===== src/rtl/rv32seu_pkg.sv =====
`timescale 1ns / 1ps
`default_nettype none
// ----------------------------------------------------------------------------
// rv32seu_pkg
// Shared types, codes and the instruction decoder of the RV32 subset
// execute unit.
// ----------------------------------------------------------------------------
package rv32seu_pkg;

  localparam int unsigned XLEN     = 32;
  localparam int unsigned NUM_REGS = 32;
  localparam int unsigned REG_AW   = $clog2(NUM_REGS);

  localparam logic [XLEN-1:0] STACK_TOP_RESET = 32'd2465792;

  // Major opcodes and fixed system words
  localparam logic [6:0]      OPC_IMM   = 7'h13;
  localparam logic [6:0]      OPC_LUI   = 7'h37;
  localparam logic [6:0]      OPC_AUIPC = 7'h17;
  localparam logic [6:0]      OPC_REG   = 7'h33;
  localparam logic [6:0]      F7_MULDIV = 7'h01;
  localparam logic [XLEN-1:0] WORD_ECALL  = 32'h0000_0073;
  localparam logic [XLEN-1:0] WORD_EBREAK = 32'h0010_0073;
  localparam logic [XLEN-1:0] UPPER_MASK  = 32'hFFFF_F000;

  // funct3 codes of the M extension and of ADDI
  localparam logic [2:0] F3_MUL  = 3'd0;
  localparam logic [2:0] F3_MULH = 3'd1;
  localparam logic [2:0] F3_DIV  = 3'd4;
  localparam logic [2:0] F3_DIVU = 3'd5;
  localparam logic [2:0] F3_REM  = 3'd6;
  localparam logic [2:0] F3_REMU = 3'd7;
  localparam logic [2:0] F3_ADDI = 3'd0;

  // Architectural register indexes with a fixed role
  localparam logic [REG_AW-1:0] REG_ZERO = 5'd0;
  localparam logic [REG_AW-1:0] REG_SP   = 5'd2;
  localparam logic [REG_AW-1:0] REG_A0   = 5'd10;
  localparam logic [REG_AW-1:0] REG_A1   = 5'd11;
  localparam logic [REG_AW-1:0] REG_A2   = 5'd12;
  localparam logic [REG_AW-1:0] REG_A7   = 5'd17;

  // Configuration register indexes
  localparam logic CFG_STACK_TOP = 1'b0;

  typedef enum logic [1:0] {
    STAT_OK      = 2'd0,
    STAT_ILLEGAL = 2'd1,
    STAT_ECALL   = 2'd2,
    STAT_EBREAK  = 2'd3
  } status_e;

  typedef enum logic [3:0] {
    OP_ADDI,
    OP_LUI,
    OP_AUIPC,
    OP_MUL,
    OP_MULH,
    OP_DIV,
    OP_DIVU,
    OP_REM,
    OP_REMU,
    OP_ECALL,
    OP_EBREAK,
    OP_ILLEGAL
  } op_e;

  typedef enum logic [2:0] {
    S_IDLE,
    S_READ,
    S_SETUP,
    S_WAIT,
    S_FIN
  } exec_state_e;

  typedef enum logic [1:0] {
    MDU_IDLE,
    MDU_RUN,
    MDU_FIX
  } mdu_state_e;

  // Request into the multiply / divide unit
  typedef struct packed {
    logic start;
    logic is_mul;
    logic high;
    logic sgn;
    logic rem;
  } mdu_req_t;

  function automatic op_e decode_op(input logic [XLEN-1:0] w);
    logic [6:0] opcode;
    logic [2:0] f3;
    logic [6:0] f7;
    op_e        op;
    opcode = w[6:0];
    f3     = w[14:12];
    f7     = w[31:25];
    op     = OP_ILLEGAL;
    priority if (opcode == OPC_IMM) begin
      op = (f3 == F3_ADDI) ? OP_ADDI : OP_ILLEGAL;
    end else if (opcode == OPC_LUI) begin
      op = OP_LUI;
    end else if (opcode == OPC_AUIPC) begin
      op = OP_AUIPC;
    end else if (opcode == OPC_REG && f7 == F7_MULDIV) begin
      unique case (f3)
        F3_MUL:  op = OP_MUL;
        F3_MULH: op = OP_MULH;
        F3_DIV:  op = OP_DIV;
        F3_DIVU: op = OP_DIVU;
        F3_REM:  op = OP_REM;
        F3_REMU: op = OP_REMU;
        default: op = OP_ILLEGAL;
      endcase
    end else if (w == WORD_ECALL) begin
      op = OP_ECALL;
    end else if (w == WORD_EBREAK) begin
      op = OP_EBREAK;
    end else begin
      op = OP_ILLEGAL;
    end
    return op;
  endfunction

endpackage
`default_nettype wire


===== src/rtl/rv32_subset_execute_unit.sv =====
`timescale 1ns / 1ps
`default_nettype none
// ----------------------------------------------------------------------------
// rv32_subset_execute_unit
// Executes one RV32 instruction word per item against its own register file
// and program counter: ADDI, LUI, AUIPC, MUL, MULH, DIV, DIVU, REM, REMU,
// with ECALL / EBREAK reporting and illegal-encoding flagging.
// ----------------------------------------------------------------------------
// The unit takes one instruction item at a time and returns one result item
// for it. After an item is accepted, in_stall_o stays high until the result is
// loaded into the output register. The register file is a single-read-port
// memory, so every item reads its operands one at a time (rs1, rs2, or a7,
// a0, a1, a2 for ECALL), then passes through setup and a retire state. ADDI,
// LUI, AUIPC, system and illegal words are finished in setup. The M
// instructions go through the shared iterative multiply/divide unit at one
// bit per cycle, 32 steps plus start and fix-up. A finished result waits in
// the output register while the next item is taken. x0 reads zero and is
// never written; x2 reads the stack_top register until the program writes
// it. Writing stack_top over APB (address 0) loads x2 again at once. The
// program counter starts at 0 and moves by 4 per item, legal or not; each
// result reports the address of its instruction.
// ----------------------------------------------------------------------------
module rv32_subset_execute_unit (
  input  wire         clk_i,
  input  wire         rst_ni,
  // instruction channel
  input  wire         in_valid_i,
  output logic        in_stall_o,
  input  wire  [31:0] instr_word_i,
  // result channel
  output logic        out_valid_o,
  input  wire         out_stall_i,
  output logic [1:0]  status_o,
  output logic        write_enable_o,
  output logic [4:0]  dest_reg_o,
  output logic [31:0] write_value_o,
  output logic [31:0] instr_addr_o,
  output logic [31:0] call_number_o,
  output logic [31:0] call_arg0_o,
  output logic [31:0] call_arg1_o,
  output logic [31:0] call_arg2_o,
  // configuration port
  input  wire         psel,
  input  wire         penable,
  input  wire         pwrite,
  input  wire  [2:0]  paddr,
  input  wire  [31:0] pwdata,
  output logic [31:0] prdata,
  output logic        pready
);

  localparam int unsigned XL = rv32seu_pkg::XLEN;
  localparam int unsigned AW = rv32seu_pkg::REG_AW;
  localparam int unsigned NR = rv32seu_pkg::NUM_REGS;
  localparam logic [1:0]  RD_LAST = 2'd3;

  rv32seu_pkg::exec_state_e state_q, state_d;

  // Item context
  logic [XL-1:0] instr_q, pc_q, iaddr_q;
  rv32seu_pkg::op_e op;
  logic [AW-1:0] rd, rs1, rs2;

  // Register file: memory plus a valid bit per entry; invalid reads the reset
  // value (stack_top for x2, zero elsewhere)
  logic [XL-1:0] mem [NR];
  logic [NR-1:0] valid_q;
  logic [XL-1:0] stack_top_q;

  // Operand read sequencer
  logic [1:0]    rd_cnt_q;
  logic [AW-1:0] raddr;
  logic          rd_pend_q, rd_hit_q;
  logic [1:0]    rd_slot_q;
  logic [XL-1:0] rdata_q, rd_dflt_q;
  logic [XL-1:0] opnd_q [4];

  logic [XL-1:0] val_q, val_d;
  logic          writes, is_m, in_fire, fin_fire, cfg_wr;
  rv32seu_pkg::mdu_req_t mdu_req;
  logic          mdu_done;
  logic [XL-1:0] mdu_result;

  // Output register
  logic          out_valid_q;
  logic [1:0]    status_q;
  logic          we_q;
  logic [AW-1:0] dest_q;
  logic [XL-1:0] wval_q, oaddr_q, cn_q, c0_q, c1_q, c2_q;
  rv32seu_pkg::status_e status_d;

  // Decode the held word
  always_comb begin
    op  = rv32seu_pkg::decode_op(instr_q);
    rd  = instr_q[11:7];
    rs1 = instr_q[19:15];
    rs2 = instr_q[24:20];
    is_m = (op == rv32seu_pkg::OP_MUL)  || (op == rv32seu_pkg::OP_MULH) ||
           (op == rv32seu_pkg::OP_DIV)  || (op == rv32seu_pkg::OP_DIVU) ||
           (op == rv32seu_pkg::OP_REM)  || (op == rv32seu_pkg::OP_REMU);
    writes = is_m || (op == rv32seu_pkg::OP_ADDI) || (op == rv32seu_pkg::OP_LUI) ||
             (op == rv32seu_pkg::OP_AUIPC);
  end

  // APB: single register, always ready
  assign pready = 1'b1;
  assign cfg_wr = psel & penable & pwrite & (paddr[2] == rv32seu_pkg::CFG_STACK_TOP);
  assign prdata = (paddr[2] == rv32seu_pkg::CFG_STACK_TOP) ? stack_top_q : '0;

  assign in_stall_o = (state_q != rv32seu_pkg::S_IDLE);
  assign in_fire    = in_valid_i & ~in_stall_o;
  assign fin_fire   = (state_q == rv32seu_pkg::S_FIN) & ~(out_valid_q & out_stall_i);

  // Read address: ECALL pulls a7, a0, a1, a2; everything else rs1, rs2
  always_comb begin
    if (op == rv32seu_pkg::OP_ECALL) begin
      unique case (rd_cnt_q)
        2'd0:    raddr = rv32seu_pkg::REG_A7;
        2'd1:    raddr = rv32seu_pkg::REG_A0;
        2'd2:    raddr = rv32seu_pkg::REG_A1;
        default: raddr = rv32seu_pkg::REG_A2;
      endcase
    end else begin
      raddr = rd_cnt_q[0] ? rs2 : rs1;
    end
  end

  // Multiply / divide request, issued from setup
  always_comb begin
    mdu_req.start  = (state_q == rv32seu_pkg::S_SETUP) & is_m;
    mdu_req.is_mul = (op == rv32seu_pkg::OP_MUL) || (op == rv32seu_pkg::OP_MULH);
    mdu_req.high   = (op == rv32seu_pkg::OP_MULH);
    mdu_req.sgn    = (op == rv32seu_pkg::OP_MULH) || (op == rv32seu_pkg::OP_DIV) ||
                     (op == rv32seu_pkg::OP_REM);
    mdu_req.rem    = (op == rv32seu_pkg::OP_REM) || (op == rv32seu_pkg::OP_REMU);
  end

  rv32seu_mdu u_mdu (
    .clk_i    (clk_i),
    .rst_ni   (rst_ni),
    .req_i    (mdu_req),
    .opa_i    (opnd_q[0]),
    .opb_i    (opnd_q[1]),
    .done_o   (mdu_done),
    .result_o (mdu_result)
  );

  // Sequencer
  always_comb begin
    state_d = state_q;
    val_d   = val_q;
    unique case (state_q)
      rv32seu_pkg::S_IDLE: begin
        if (in_fire) begin
          state_d = rv32seu_pkg::S_READ;
        end
      end
      rv32seu_pkg::S_READ: begin
        if (rd_cnt_q == RD_LAST) begin
          state_d = rv32seu_pkg::S_SETUP;
        end
      end
      rv32seu_pkg::S_SETUP: begin
        // Simple ops finish here; M ops hand off to the shared unit
        unique case (op)
          rv32seu_pkg::OP_ADDI:
            val_d = opnd_q[0] + {{20{instr_q[31]}}, instr_q[31:20]};
          rv32seu_pkg::OP_LUI:
            val_d = instr_q & rv32seu_pkg::UPPER_MASK;
          rv32seu_pkg::OP_AUIPC:
            val_d = iaddr_q + (instr_q & rv32seu_pkg::UPPER_MASK);
          default:
            val_d = '0;
        endcase
        state_d = is_m ? rv32seu_pkg::S_WAIT : rv32seu_pkg::S_FIN;
      end
      rv32seu_pkg::S_WAIT: begin
        if (mdu_done) begin
          val_d   = mdu_result;
          state_d = rv32seu_pkg::S_FIN;
        end
      end
      rv32seu_pkg::S_FIN: begin
        // Hold until the output register is free
        if (fin_fire) begin
          state_d = rv32seu_pkg::S_IDLE;
        end
      end
      default: state_d = rv32seu_pkg::S_IDLE;
    endcase
  end

  always_comb begin
    unique case (op)
      rv32seu_pkg::OP_ILLEGAL: status_d = rv32seu_pkg::STAT_ILLEGAL;
      rv32seu_pkg::OP_ECALL:   status_d = rv32seu_pkg::STAT_ECALL;
      rv32seu_pkg::OP_EBREAK:  status_d = rv32seu_pkg::STAT_EBREAK;
      default:                 status_d = rv32seu_pkg::STAT_OK;
    endcase
  end

  // Control state
  always_ff @(posedge clk_i or negedge rst_ni) begin
    if (!rst_ni) begin
      state_q     <= rv32seu_pkg::S_IDLE;
      rd_cnt_q    <= '0;
      rd_pend_q   <= 1'b0;
      pc_q        <= '0;
      out_valid_q <= 1'b0;
      valid_q     <= '0;
      stack_top_q <= rv32seu_pkg::STACK_TOP_RESET;
    end else begin
      state_q   <= state_d;
      rd_pend_q <= (state_q == rv32seu_pkg::S_READ);
      if (state_q == rv32seu_pkg::S_READ) begin
        rd_cnt_q <= rd_cnt_q + 1'b1;
      end else begin
        rd_cnt_q <= '0;
      end
      if (in_fire) begin
        pc_q <= pc_q + 32'd4;
      end
      if (fin_fire) begin
        out_valid_q <= 1'b1;
      end else if (!out_stall_i) begin
        out_valid_q <= 1'b0;
      end
      if (fin_fire && writes && rd != rv32seu_pkg::REG_ZERO) begin
        valid_q[rd] <= 1'b1;
      end
      // New stack top: drop any program write to x2
      if (cfg_wr) begin
        stack_top_q                  <= pwdata;
        valid_q[rv32seu_pkg::REG_SP] <= 1'b0;
      end
    end
  end

  // Register file memory
  always_ff @(posedge clk_i) begin
    if (fin_fire && writes && rd != rv32seu_pkg::REG_ZERO) begin
      mem[rd] <= val_q;
    end
    if (state_q == rv32seu_pkg::S_READ) begin
      rdata_q <= mem[raddr];
    end
  end

  // Datapath payload
  always_ff @(posedge clk_i) begin
    if (in_fire) begin
      instr_q <= instr_word_i;
      iaddr_q <= pc_q;
    end
    if (state_q == rv32seu_pkg::S_READ) begin
      rd_slot_q <= rd_cnt_q;
      rd_hit_q  <= valid_q[raddr];
      rd_dflt_q <= (raddr == rv32seu_pkg::REG_SP) ? stack_top_q : '0;
    end
    if (rd_pend_q) begin
      opnd_q[rd_slot_q] <= rd_hit_q ? rdata_q : rd_dflt_q;
    end
    val_q <= val_d;
    if (fin_fire) begin
      status_q <= status_d;
      oaddr_q  <= iaddr_q;
      if (writes && rd != rv32seu_pkg::REG_ZERO) begin
        we_q   <= 1'b1;
        dest_q <= rd;
        wval_q <= val_q;
      end else begin
        we_q   <= 1'b0;
        dest_q <= '0;
        wval_q <= '0;
      end
      if (op == rv32seu_pkg::OP_ECALL) begin
        cn_q <= opnd_q[0];
        c0_q <= opnd_q[1];
        c1_q <= opnd_q[2];
        c2_q <= opnd_q[3];
      end else begin
        cn_q <= '0;
        c0_q <= '0;
        c1_q <= '0;
        c2_q <= '0;
      end
    end
  end

  assign out_valid_o    = out_valid_q;
  assign status_o       = status_q;
  assign write_enable_o = we_q;
  assign dest_reg_o     = dest_q;
  assign write_value_o  = wval_q;
  assign instr_addr_o   = oaddr_q;
  assign call_number_o  = cn_q;
  assign call_arg0_o    = c0_q;
  assign call_arg1_o    = c1_q;
  assign call_arg2_o    = c2_q;

endmodule
`default_nettype wire


===== src/rtl/rv32seu_mdu.sv =====
`timescale 1ns / 1ps
`default_nettype none
// ----------------------------------------------------------------------------
// rv32seu_mdu
// Iterative multiply / divide unit: one shared 33-bit adder, one bit per
// cycle over 32 steps, then a sign fix-up state that raises done.
// ----------------------------------------------------------------------------
module rv32seu_mdu (
  input  wire                              clk_i,
  input  wire                              rst_ni,
  input  wire rv32seu_pkg::mdu_req_t       req_i,
  input  wire [rv32seu_pkg::XLEN-1:0]      opa_i,
  input  wire [rv32seu_pkg::XLEN-1:0]      opb_i,
  output logic                             done_o,
  output logic [rv32seu_pkg::XLEN-1:0]     result_o
);

  localparam int unsigned CW = $clog2(rv32seu_pkg::XLEN);
  localparam logic [CW-1:0] CNT_LAST = CW'(rv32seu_pkg::XLEN - 1);

  rv32seu_pkg::mdu_state_e state_q, state_d;
  logic [CW-1:0] cnt_q, cnt_d;

  // hi: running product high half or partial remainder
  // lo: multiplier or dividend shifting out, quotient / product low shifting in
  logic [rv32seu_pkg::XLEN-1:0] hi_q, hi_d, lo_q, lo_d, dvs_q, dvs_d;
  logic mul_q, mul_d, high_q, high_d, rem_q, rem_d, neg_q, neg_d;

  logic                         sa, sb;
  logic [rv32seu_pkg::XLEN-1:0] mag_a, mag_b, raw;
  logic                         inc;
  logic [rv32seu_pkg::XLEN:0]   add_x, add_y;
  logic                         add_cin;
  logic [rv32seu_pkg::XLEN+1:0] add_sum;
  logic                         ge;

  always_comb begin
    sa    = req_i.sgn & opa_i[rv32seu_pkg::XLEN-1];
    sb    = req_i.sgn & opb_i[rv32seu_pkg::XLEN-1];
    mag_a = sa ? (~opa_i + 32'd1) : opa_i;
    mag_b = sb ? (~opb_i + 32'd1) : opb_i;
  end

  // Shared adder: add for multiply, trial subtract for divide
  always_comb begin
    if (mul_q) begin
      add_x   = {1'b0, hi_q};
      add_y   = {1'b0, (lo_q[0] ? dvs_q : '0)};
      add_cin = 1'b0;
    end else begin
      add_x   = {hi_q, lo_q[rv32seu_pkg::XLEN-1]};
      add_y   = ~{1'b0, dvs_q};
      add_cin = 1'b1;
    end
    add_sum = {1'b0, add_x} + {1'b0, add_y} + {{(rv32seu_pkg::XLEN+1){1'b0}}, add_cin};
    ge      = add_sum[rv32seu_pkg::XLEN+1];
  end

  // Fix-up: pick the half and negate where the signs call for it
  always_comb begin
    if (mul_q) begin
      raw = high_q ? hi_q : lo_q;
      inc = high_q ? (lo_q == '0) : 1'b1;
    end else begin
      raw = rem_q ? hi_q : lo_q;
      inc = 1'b1;
    end
    result_o = neg_q ? (~raw + {{(rv32seu_pkg::XLEN-1){1'b0}}, inc}) : raw;
  end

  always_comb begin
    state_d = state_q;
    cnt_d   = cnt_q;
    hi_d    = hi_q;
    lo_d    = lo_q;
    dvs_d   = dvs_q;
    mul_d   = mul_q;
    high_d  = high_q;
    rem_d   = rem_q;
    neg_d   = neg_q;
    done_o  = 1'b0;
    unique case (state_q)
      rv32seu_pkg::MDU_IDLE: begin
        if (req_i.start) begin
          hi_d   = '0;
          lo_d   = mag_a;
          dvs_d  = mag_b;
          mul_d  = req_i.is_mul;
          high_d = req_i.high;
          rem_d  = req_i.rem;
          // Quotient by zero stays all ones; remainder follows the dividend
          if (req_i.is_mul) begin
            neg_d = sa ^ sb;
          end else if (req_i.rem) begin
            neg_d = sa;
          end else begin
            neg_d = (sa ^ sb) & (opb_i != '0);
          end
          cnt_d   = '0;
          state_d = rv32seu_pkg::MDU_RUN;
        end
      end
      rv32seu_pkg::MDU_RUN: begin
        if (mul_q) begin
          hi_d = add_sum[rv32seu_pkg::XLEN:1];
          lo_d = {add_sum[0], lo_q[rv32seu_pkg::XLEN-1:1]};
        end else begin
          hi_d = ge ? add_sum[rv32seu_pkg::XLEN-1:0]
                    : {hi_q[rv32seu_pkg::XLEN-2:0], lo_q[rv32seu_pkg::XLEN-1]};
          lo_d = {lo_q[rv32seu_pkg::XLEN-2:0], ge};
        end
        cnt_d = cnt_q + 1'b1;
        if (cnt_q == CNT_LAST) begin
          state_d = rv32seu_pkg::MDU_FIX;
        end
      end
      rv32seu_pkg::MDU_FIX: begin
        done_o  = 1'b1;
        state_d = rv32seu_pkg::MDU_IDLE;
      end
      default: state_d = rv32seu_pkg::MDU_IDLE;
    endcase
  end

  always_ff @(posedge clk_i or negedge rst_ni) begin
    if (!rst_ni) begin
      state_q <= rv32seu_pkg::MDU_IDLE;
      cnt_q   <= '0;
    end else begin
      state_q <= state_d;
      cnt_q   <= cnt_d;
    end
  end

  always_ff @(posedge clk_i) begin
    hi_q   <= hi_d;
    lo_q   <= lo_d;
    dvs_q  <= dvs_d;
    mul_q  <= mul_d;
    high_q <= high_d;
    rem_q  <= rem_d;
    neg_q  <= neg_d;
  end

endmodule
`default_nettype wire


===== config.mk =====
export PLATFORM = sky130hd
export DESIGN_NAME = rv32_subset_execute_unit
export DESIGN_NICKNAME = d
export VERILOG_FILES = /design/src/rtl/rv32seu_pkg.sv /design/src/rtl/rv32_subset_execute_unit.sv /design/src/rtl/rv32seu_mdu.sv
export SDC_FILE = /design/constraint.sdc
export NUM_CORES = 2
export LEC_CHECK = 0
export BUFFER_PORTS_ARGS = -buffer_cell sky130_fd_sc_hd__buf_4
export CAP_MARGIN = 40
export CORE_ASPECT_RATIO = 2
export CORE_MARGIN = 5
export CORE_UTILIZATION = 60
export DETAILED_ROUTE_END_ITERATION = 7
export PLACE_DENSITY = 0.82
export SYNTH_ARGS = -nofsm -noshare
export SYNTH_HDL_FRONTEND = slang
export SYNTH_SLANG_ARGS = --single-unit

===== constraint.sdc =====
create_clock -name clk_i -period 17.3 [get_ports clk_i]
set_input_delay 1.73 -clock clk_i [delete_from_list [all_inputs] [get_ports clk_i]]
set_output_delay 1.73 -clock clk_i [all_outputs]
set_load 0.005 [all_outputs]

Word level (Yosys, flattened, before mapping):

Memories as Yosys holds them, arrays and structs flattened. A register that Yosys moved wholly into a read port is not among the register bits.
Cells that the tools add are included.

* register bits: 477
* bits in writable memories: 1152
* input port bits: 74
* word-level logic and storage cells: 204
* memories: 2

* add/subtract/negate cells: 10
* $lt $le $gt $ge: 3
* eq/ne operators: 41
* muxes and demuxes: 64
* bitwise gates (word level): 19
* reductions and logical operators: 35

Memory list
* mem: depth 32, bits a word 32, read ports 1, clocked after memory_dff 1, write ports 1, line rv32_subset_execute_unit.sv:66 `logic [XL-1:0] mem [NR];`
* opnd_q: depth 4, bits a word 32, read ports 4, clocked after memory_dff 2, write ports 1, line rv32_subset_execute_unit.sv:76 `logic [XL-1:0] opnd_q [4];`

Operator list (count)
* $mux W32: 15
* $pmux W32 S2: 3
* $not A32 Y32: 3
* $pmux W32 S3: 1
* $mux W33: 2
* $add A32 B1 Y32 const B: 2
* $add A32 B32 Y32: 2
* $add A33 B33 Y34: 1
* $add A34 B1 Y34: 1
* $not A32 Y33: 1
* $add A32 B1 Y32: 1
* $add A32 B3 Y32 const B: 1
* $eq A32 B21 Y1 const B: 1
* $eq A32 B7 Y1 const B: 1
* $logic_not A32 Y1: 1
* $or A32 B32 Y32: 1
* $reduce_bool A32 Y1: 1
* $pmux W4 S6: 1
* $mux W4: 5
* $mux W3: 6
* $mux W1: 17
* $eq A4 B3 Y1 const B: 4
* $eq A4 B4 Y1 const B: 4
* $eq A3 B3 Y1 const B: 5
* 40 further kinds: 92

Logic depth before layout (Yosys ltp):

* depth in word-level cells: 20
* gate-level depth with buffers: 18

By module:

A second synthesis with hierarchy kept.

* cell total of the unflattened synthesis: 5138
* area, all modules: 73715.7 µm²

Modules (own cells, without submodules)
* rv32_subset_execute_unit: instances 1, cells an instance 4018, area an instance 63932.6 µm², sequential area each 47907.2 µm²
* rv32seu_mdu: instances 1, cells an instance 1120, area an instance 9783.1 µm², sequential area each 3178.0 µm²

Worst setup path before layout:

OpenSTA, ideal clock, no wires.

* path kind: in2reg
* start point: in out_stall_i
* end point: mem mem[1][0] (netlist bit), enable pin
* setup time: 0.422 ns
* arrival time: 15.773 ns
* required time: 16.878 ns
* path slack: 1.105 ns
* cell stages on the path: 3
* buffers on the path: 0
* cells stage by stage: a21oi_1 -> nand4b_1 -> nor2_1

* cells in the longest elaborated chain, start to end: 7

RTL lines
* start: declaration: line rv32_subset_execute_unit.sv:32 `input wire out_stall_i,`
* $and A1 B1 Y1: line rv32_subset_execute_unit.sv:112 `assign fin_fire = (state_q == rv32seu_pkg::S_FIN) & ~(out_valid_q & out_stall_i);`
* $not A1 Y1: line rv32_subset_execute_unit.sv:112
* $and A1 B1 Y1: line rv32_subset_execute_unit.sv:112
* $logic_and A1 B1 Y1 (2 in series): line rv32_subset_execute_unit.sv:241 `if (fin_fire && writes && rd != rv32seu_pkg::REG_ZERO) begin`
* $mux W1: line rv32_subset_execute_unit.sv:241
* $mux W1 (implied by the code): line rv32_subset_execute_unit.sv:242 `mem[rd] <= val_q;`
* end: declaration: line rv32_subset_execute_unit.sv:66

Every way passes these cells.

Worst setup path in the final report:

* start point: reg instr_q[9]
* end point: reg rdata_q[20], read port of mem (data pin)

* cells in the longest elaborated chain, start to end: 9
* elaborated cells on any way between the ends: 10
* those cells by class: 3 x eq/ne; 7 x mux

RTL lines
* start: declaration: line rv32_subset_execute_unit.sv:60 `logic [XL-1:0] instr_q, pc_q, iaddr_q;`
* start signal: assignment: line rv32_subset_execute_unit.sv:252 `instr_q <= instr_word_i;`
* $eq A32 B21 Y1: line rv32seu_pkg.sv:118 `end else if (w == WORD_EBREAK) begin`
* $mux W1: line rv32seu_pkg.sv:118
* $mux W2 (*): line rv32seu_pkg.sv:116 `end else if (w == WORD_ECALL) begin`
* $mux W4 (*): line rv32seu_pkg.sv:106 `end else if (opcode == OPC_REG && f7 == F7_MULDIV) begin`
* $mux W4 (*): line rv32seu_pkg.sv:104 `end else if (opcode == OPC_AUIPC) begin`
* $mux W4 (*): line rv32seu_pkg.sv:102 `end else if (opcode == OPC_LUI) begin`
* $mux W4 (*): line rv32seu_pkg.sv:100 `priority if (opcode == OPC_IMM) begin`
* $eq A4 B4 Y1 (*): line rv32_subset_execute_unit.sv:116 `if (op == rv32seu_pkg::OP_ECALL) begin`
* $mux W5 (*): line rv32_subset_execute_unit.sv:116
* end: declaration: line rv32_subset_execute_unit.sv:75 `logic [XL-1:0] rdata_q, rd_dflt_q;`

Mark *: on every way between the ends. The rest lies on a longest branch, timed or not.
A chain may end at the register's enable or synchronous reset.

==> run_results.csv <==
group,metric,value,unit
sta,slew_headroom,16.2,%
synthesis,synthAdderAreaFrac,1.65,%
placed_design,dp.cells,7372,
sta,fin_worst_skew,38.5,ps
synthesis,synthMuxAreaShare,3.45,%
detailed_routing,drc_errors,15,
power_and_ir_drop,leakage,29.9,nW
critical_path,cp_cell_sequence,"or3_1 -> nand2b_1 -> nor4_2 -> buf_4 -> a21o_4 -> buf_12 -> buf_4 -> mux2i_1 -> a22oi_1 -> a21oi_1 -> a22oi_1 -> o21a_1",
detailed_routing,ant_nets,0,
sta,finalHoldViolations,0,
critical_path,critPathKind,"flip-flop to flip-flop",
detailed_routing,viasPerCell,6.62,
sta,tightest_slew,1260,ps
final_layout,n_fill_cell,7721,
cts,cts_sinks,1719,
sta,setup_viol,0,
synthesis,synth_seq_area_share,69.3,%
critical_path,critPathLaunchType,"flip-flop",
placed_design,portBuffers,303,
detailed_routing,wirelength,209000,µm
grt,grt_max_degree,213,
sta,period_needed,6410,ps
run_status,outcome,"complete, but fails checks",
cts,cts_setup_buffers,0,
detailed_routing,dr.pass1.iters,8,
final_layout,regMostFlops,"mem",
critical_path,arrival,6900,ps
sta,rsz0062_at_grt,"no",
cts,cts_buffer_depth,3,
critical_path,endpoint_kind,"flip-flop",
detailed_routing,top_layer,"met5",
sta,worst_slack,10890,ps
sta,finalMaxSlewViolations,0,
critical_path,critPathRequiredTime,17790,ps
synthesis,synth_cell_types,78,
final_layout,reg_top3,"mem x1024, opnd_q x128",
placed_design,gp_congestion,1.00,
cts,post_cts_resize_count,0,
synthesis,post-synth-top-area-fraction,65.6,%
synthesis,synth_top_family_by_area,"simple AND/OR/NAND/NOR gates",
critical_path,crit_path_max_fanout,156,
detailed_routing,drt_iter0_markers,7536,
floorplanning,ios,309,
floorplanning,core,0.123,mm²
final_layout,final_cell_mix,"1611 x edfxtp_1, 1022 x nand2_1, 459 x nand3_1",
run_status,violations,"DRC",
synthesis,syn_avg_cell_area,13.1,µm²
cts,ctsHtreeMaxLevel,4,
hold_path,hold_path.class,"flip-flop to flip-flop",
synthesis,synth_compound_area_share,7.34,%
placed_design,post_dp_cell_area,0.0792,mm²
sta,timing.final.crit_share,37.0,%
grt,grt_pass1_wl,310000,µm
detailed_routing,route.detailed.wl_per_inst,27.3,µm
floorplanning,dieArea,0.130,mm²
synthesis,ys_ff_latch,1719,
detailed_routing,wl_met2,98100,µm
final_layout,fin_cells,7651,
final_layout,layout.nets,6126,
synthesis,syn_inst,5640,
detailed_routing,wl_met1,71100,µm
cts,worstSkewPairLatency,820,ps
final_layout,final_common_cell,"edfxtp_1",
critical_path,cpPeakStageDelay,810,ps
grt,gr-total-overflow,0,
final_layout,final_core_util,68.8,%
synthesis,yosys_warnings,0,
detailed_routing,wl_met3,26900,µm
synthesis,synthSimpleGateAreaFrac,14.3,%
cts,cts_hold_buf,0,
final_layout,largest_reg_flops,1024,
cts,clk_pin_slew,70,ps
floorplanning,rows,182,
floorplanning,initial_utilization,60.2,%
placed_design,dp_hpwl,133000,µm
power_and_ir_drop,power_density,148,mW/mm²
cts,cts_tree,"yes",
cts,numCtsBuffers,145,
grt,antenna_found_initial,20,
synthesis,syn_area,0.0737,mm²
synthesis,synth_largest_area_cell,"edfxtp_1",
synthesis,synth-xor-area-share,2.14,%
placed_design,dp_slack,11240,ps
floorplanning,die_h,506,µm
synthesis,synth_edf_count,1611,
grt,grtUsageTotal,31.4,%
synthesis,async_reset_ff_share,6.28,%
synthesis,ys.flop_type,"edfxtp_1",
final_layout,area_delta_synth_final,14.3,%
sta,tns,0,ps
grt,grt_pass1_vias,49499,
final_layout,fin_area,0.0843,mm²
synthesis,synth_area_leaders,"edfxtp_1 66%, nand2_1 5.2%, dfrtp_1 3.5%",
floorplanning,chipWidth,258,µm
final_layout,drive_gt1_share,14.7,%
flow_run,max-cap-violations,0,
power_and_ir_drop,peakVddDrop,0.140,mV
detailed_routing,num_vias,50636,
cts,root_buffer,"clkbuf_16",
critical_path,cpMaxStageDelayCell,"buf_4",
sta,fmax,0.156,GHz
-- cells in the mapped netlist, drive strengths merged (70+ instances only) --
library cell / count
o21ai: 147
a32oi: 70
clkbuf: 249
ha: 91
a21oi: 193
and2: 242
xnor2: 123
a31oi: 76
nor2: 142
nand2: 1022
edfxtp: 1611
dfrtp: 103
nand3: 459
mux2: 104
mux2i: 137
-- final timing paths --
path / cells past startpoint / to / slack [ps] / from
min: 0 / valid_q[0]$_DFFE_PN0N_ / 410 / valid_q[0]$_DFFE_PN0N_
max reg2reg: 12 / rdata_q[20]$_DFFE_PP_ / 10890 / instr_q[9]$_DFFE_PP_
max: 12 / rdata_q[20]$_DFFE_PP_ / 10890 / instr_q[9]$_DFFE_PP_
max in group asynchronous: 3 / stack_top_q[13]$_DFFE_PN1P_ / 15380 / rst_ni
min reg2reg: 0 / valid_q[0]$_DFFE_PN0N_ / 410 / valid_q[0]$_DFFE_PN0N_
min in group asynchronous: 1 / pc_q[17]$_DFFE_PN0P_ / 950 / rst_ni
-- metrics by stage --
| stage | hold slack [ps] | total power [W] |
|---|---|---|
| final | 408 | 0.0125 |
| after global placement | 366 | 0.00873 |
| after global routing | 411 | 0.0129 |
| after floorplan | 425 | 0.00751 |
| after CTS | 404 | 0.0124 |
| after detailed placement | 384 | 0.00895 |
-- where the power goes --
part / switching (W) / leakage [nW] / internal (W)
logic: 0.00229 / 11.4 / 0.00108
registers: 0.000425 / 16.0 / 0.00523
clock network: 0.00153 / 2.46 / 0.00196
-- cell type report --
type / instances / area [µm²] / area share, %
timing repair buffer: 444 / 4190 / 4.97
tap: 1564 / 1960 / 2.32
antenna: 8 / 20.0 / 0.0238
clock buffer: 180 / 3890 / 4.62
multi-input combinational: 3610 / 21800 / 25.9
clock inverter: 89 / 1180 / 1.41
inverter: 37 / 139 / 0.165
sequential: 1719 / 51100 / 60.6
-- worst max-delay path: cells and delay by family, from the launching register on --
family	cells	cell delay, ps
AOI/OAI and AO/OA	5	1780
and+or+nand+nor	3	1390
muxes	1	260
buffers and inverters	3	1780
DFF	1	590
-- routing by layer --
| metal | vias to the layer above | GRT usage (%) |
|---|---|---|
| li1 | 21555 | - |
| met1 | 24637 | 40.4 |
| met2 | 3772 | 49.6 |
| met3 | 666 | 8.47 |
| met4 | 6 | 16.3 |
| met5 | - | 0 |
-- cells by family (layout without fill, tap and decap cells) --
group / after synthesis / count (layout)
AND/OR/NAND/NOR: 2240 / 2240
AO/OA/AOI/OAI: 819 / 819
buffers and inverters: 344 / 750
flip-flops: 1719 / 1719
adder cells (fa/ha/maj): 95 / 95
multiplexers: 241 / 241
other: 2 / 43
XOR/XNOR: 180 / 180
No activity file was read; power rests on OpenSTA's default activity.
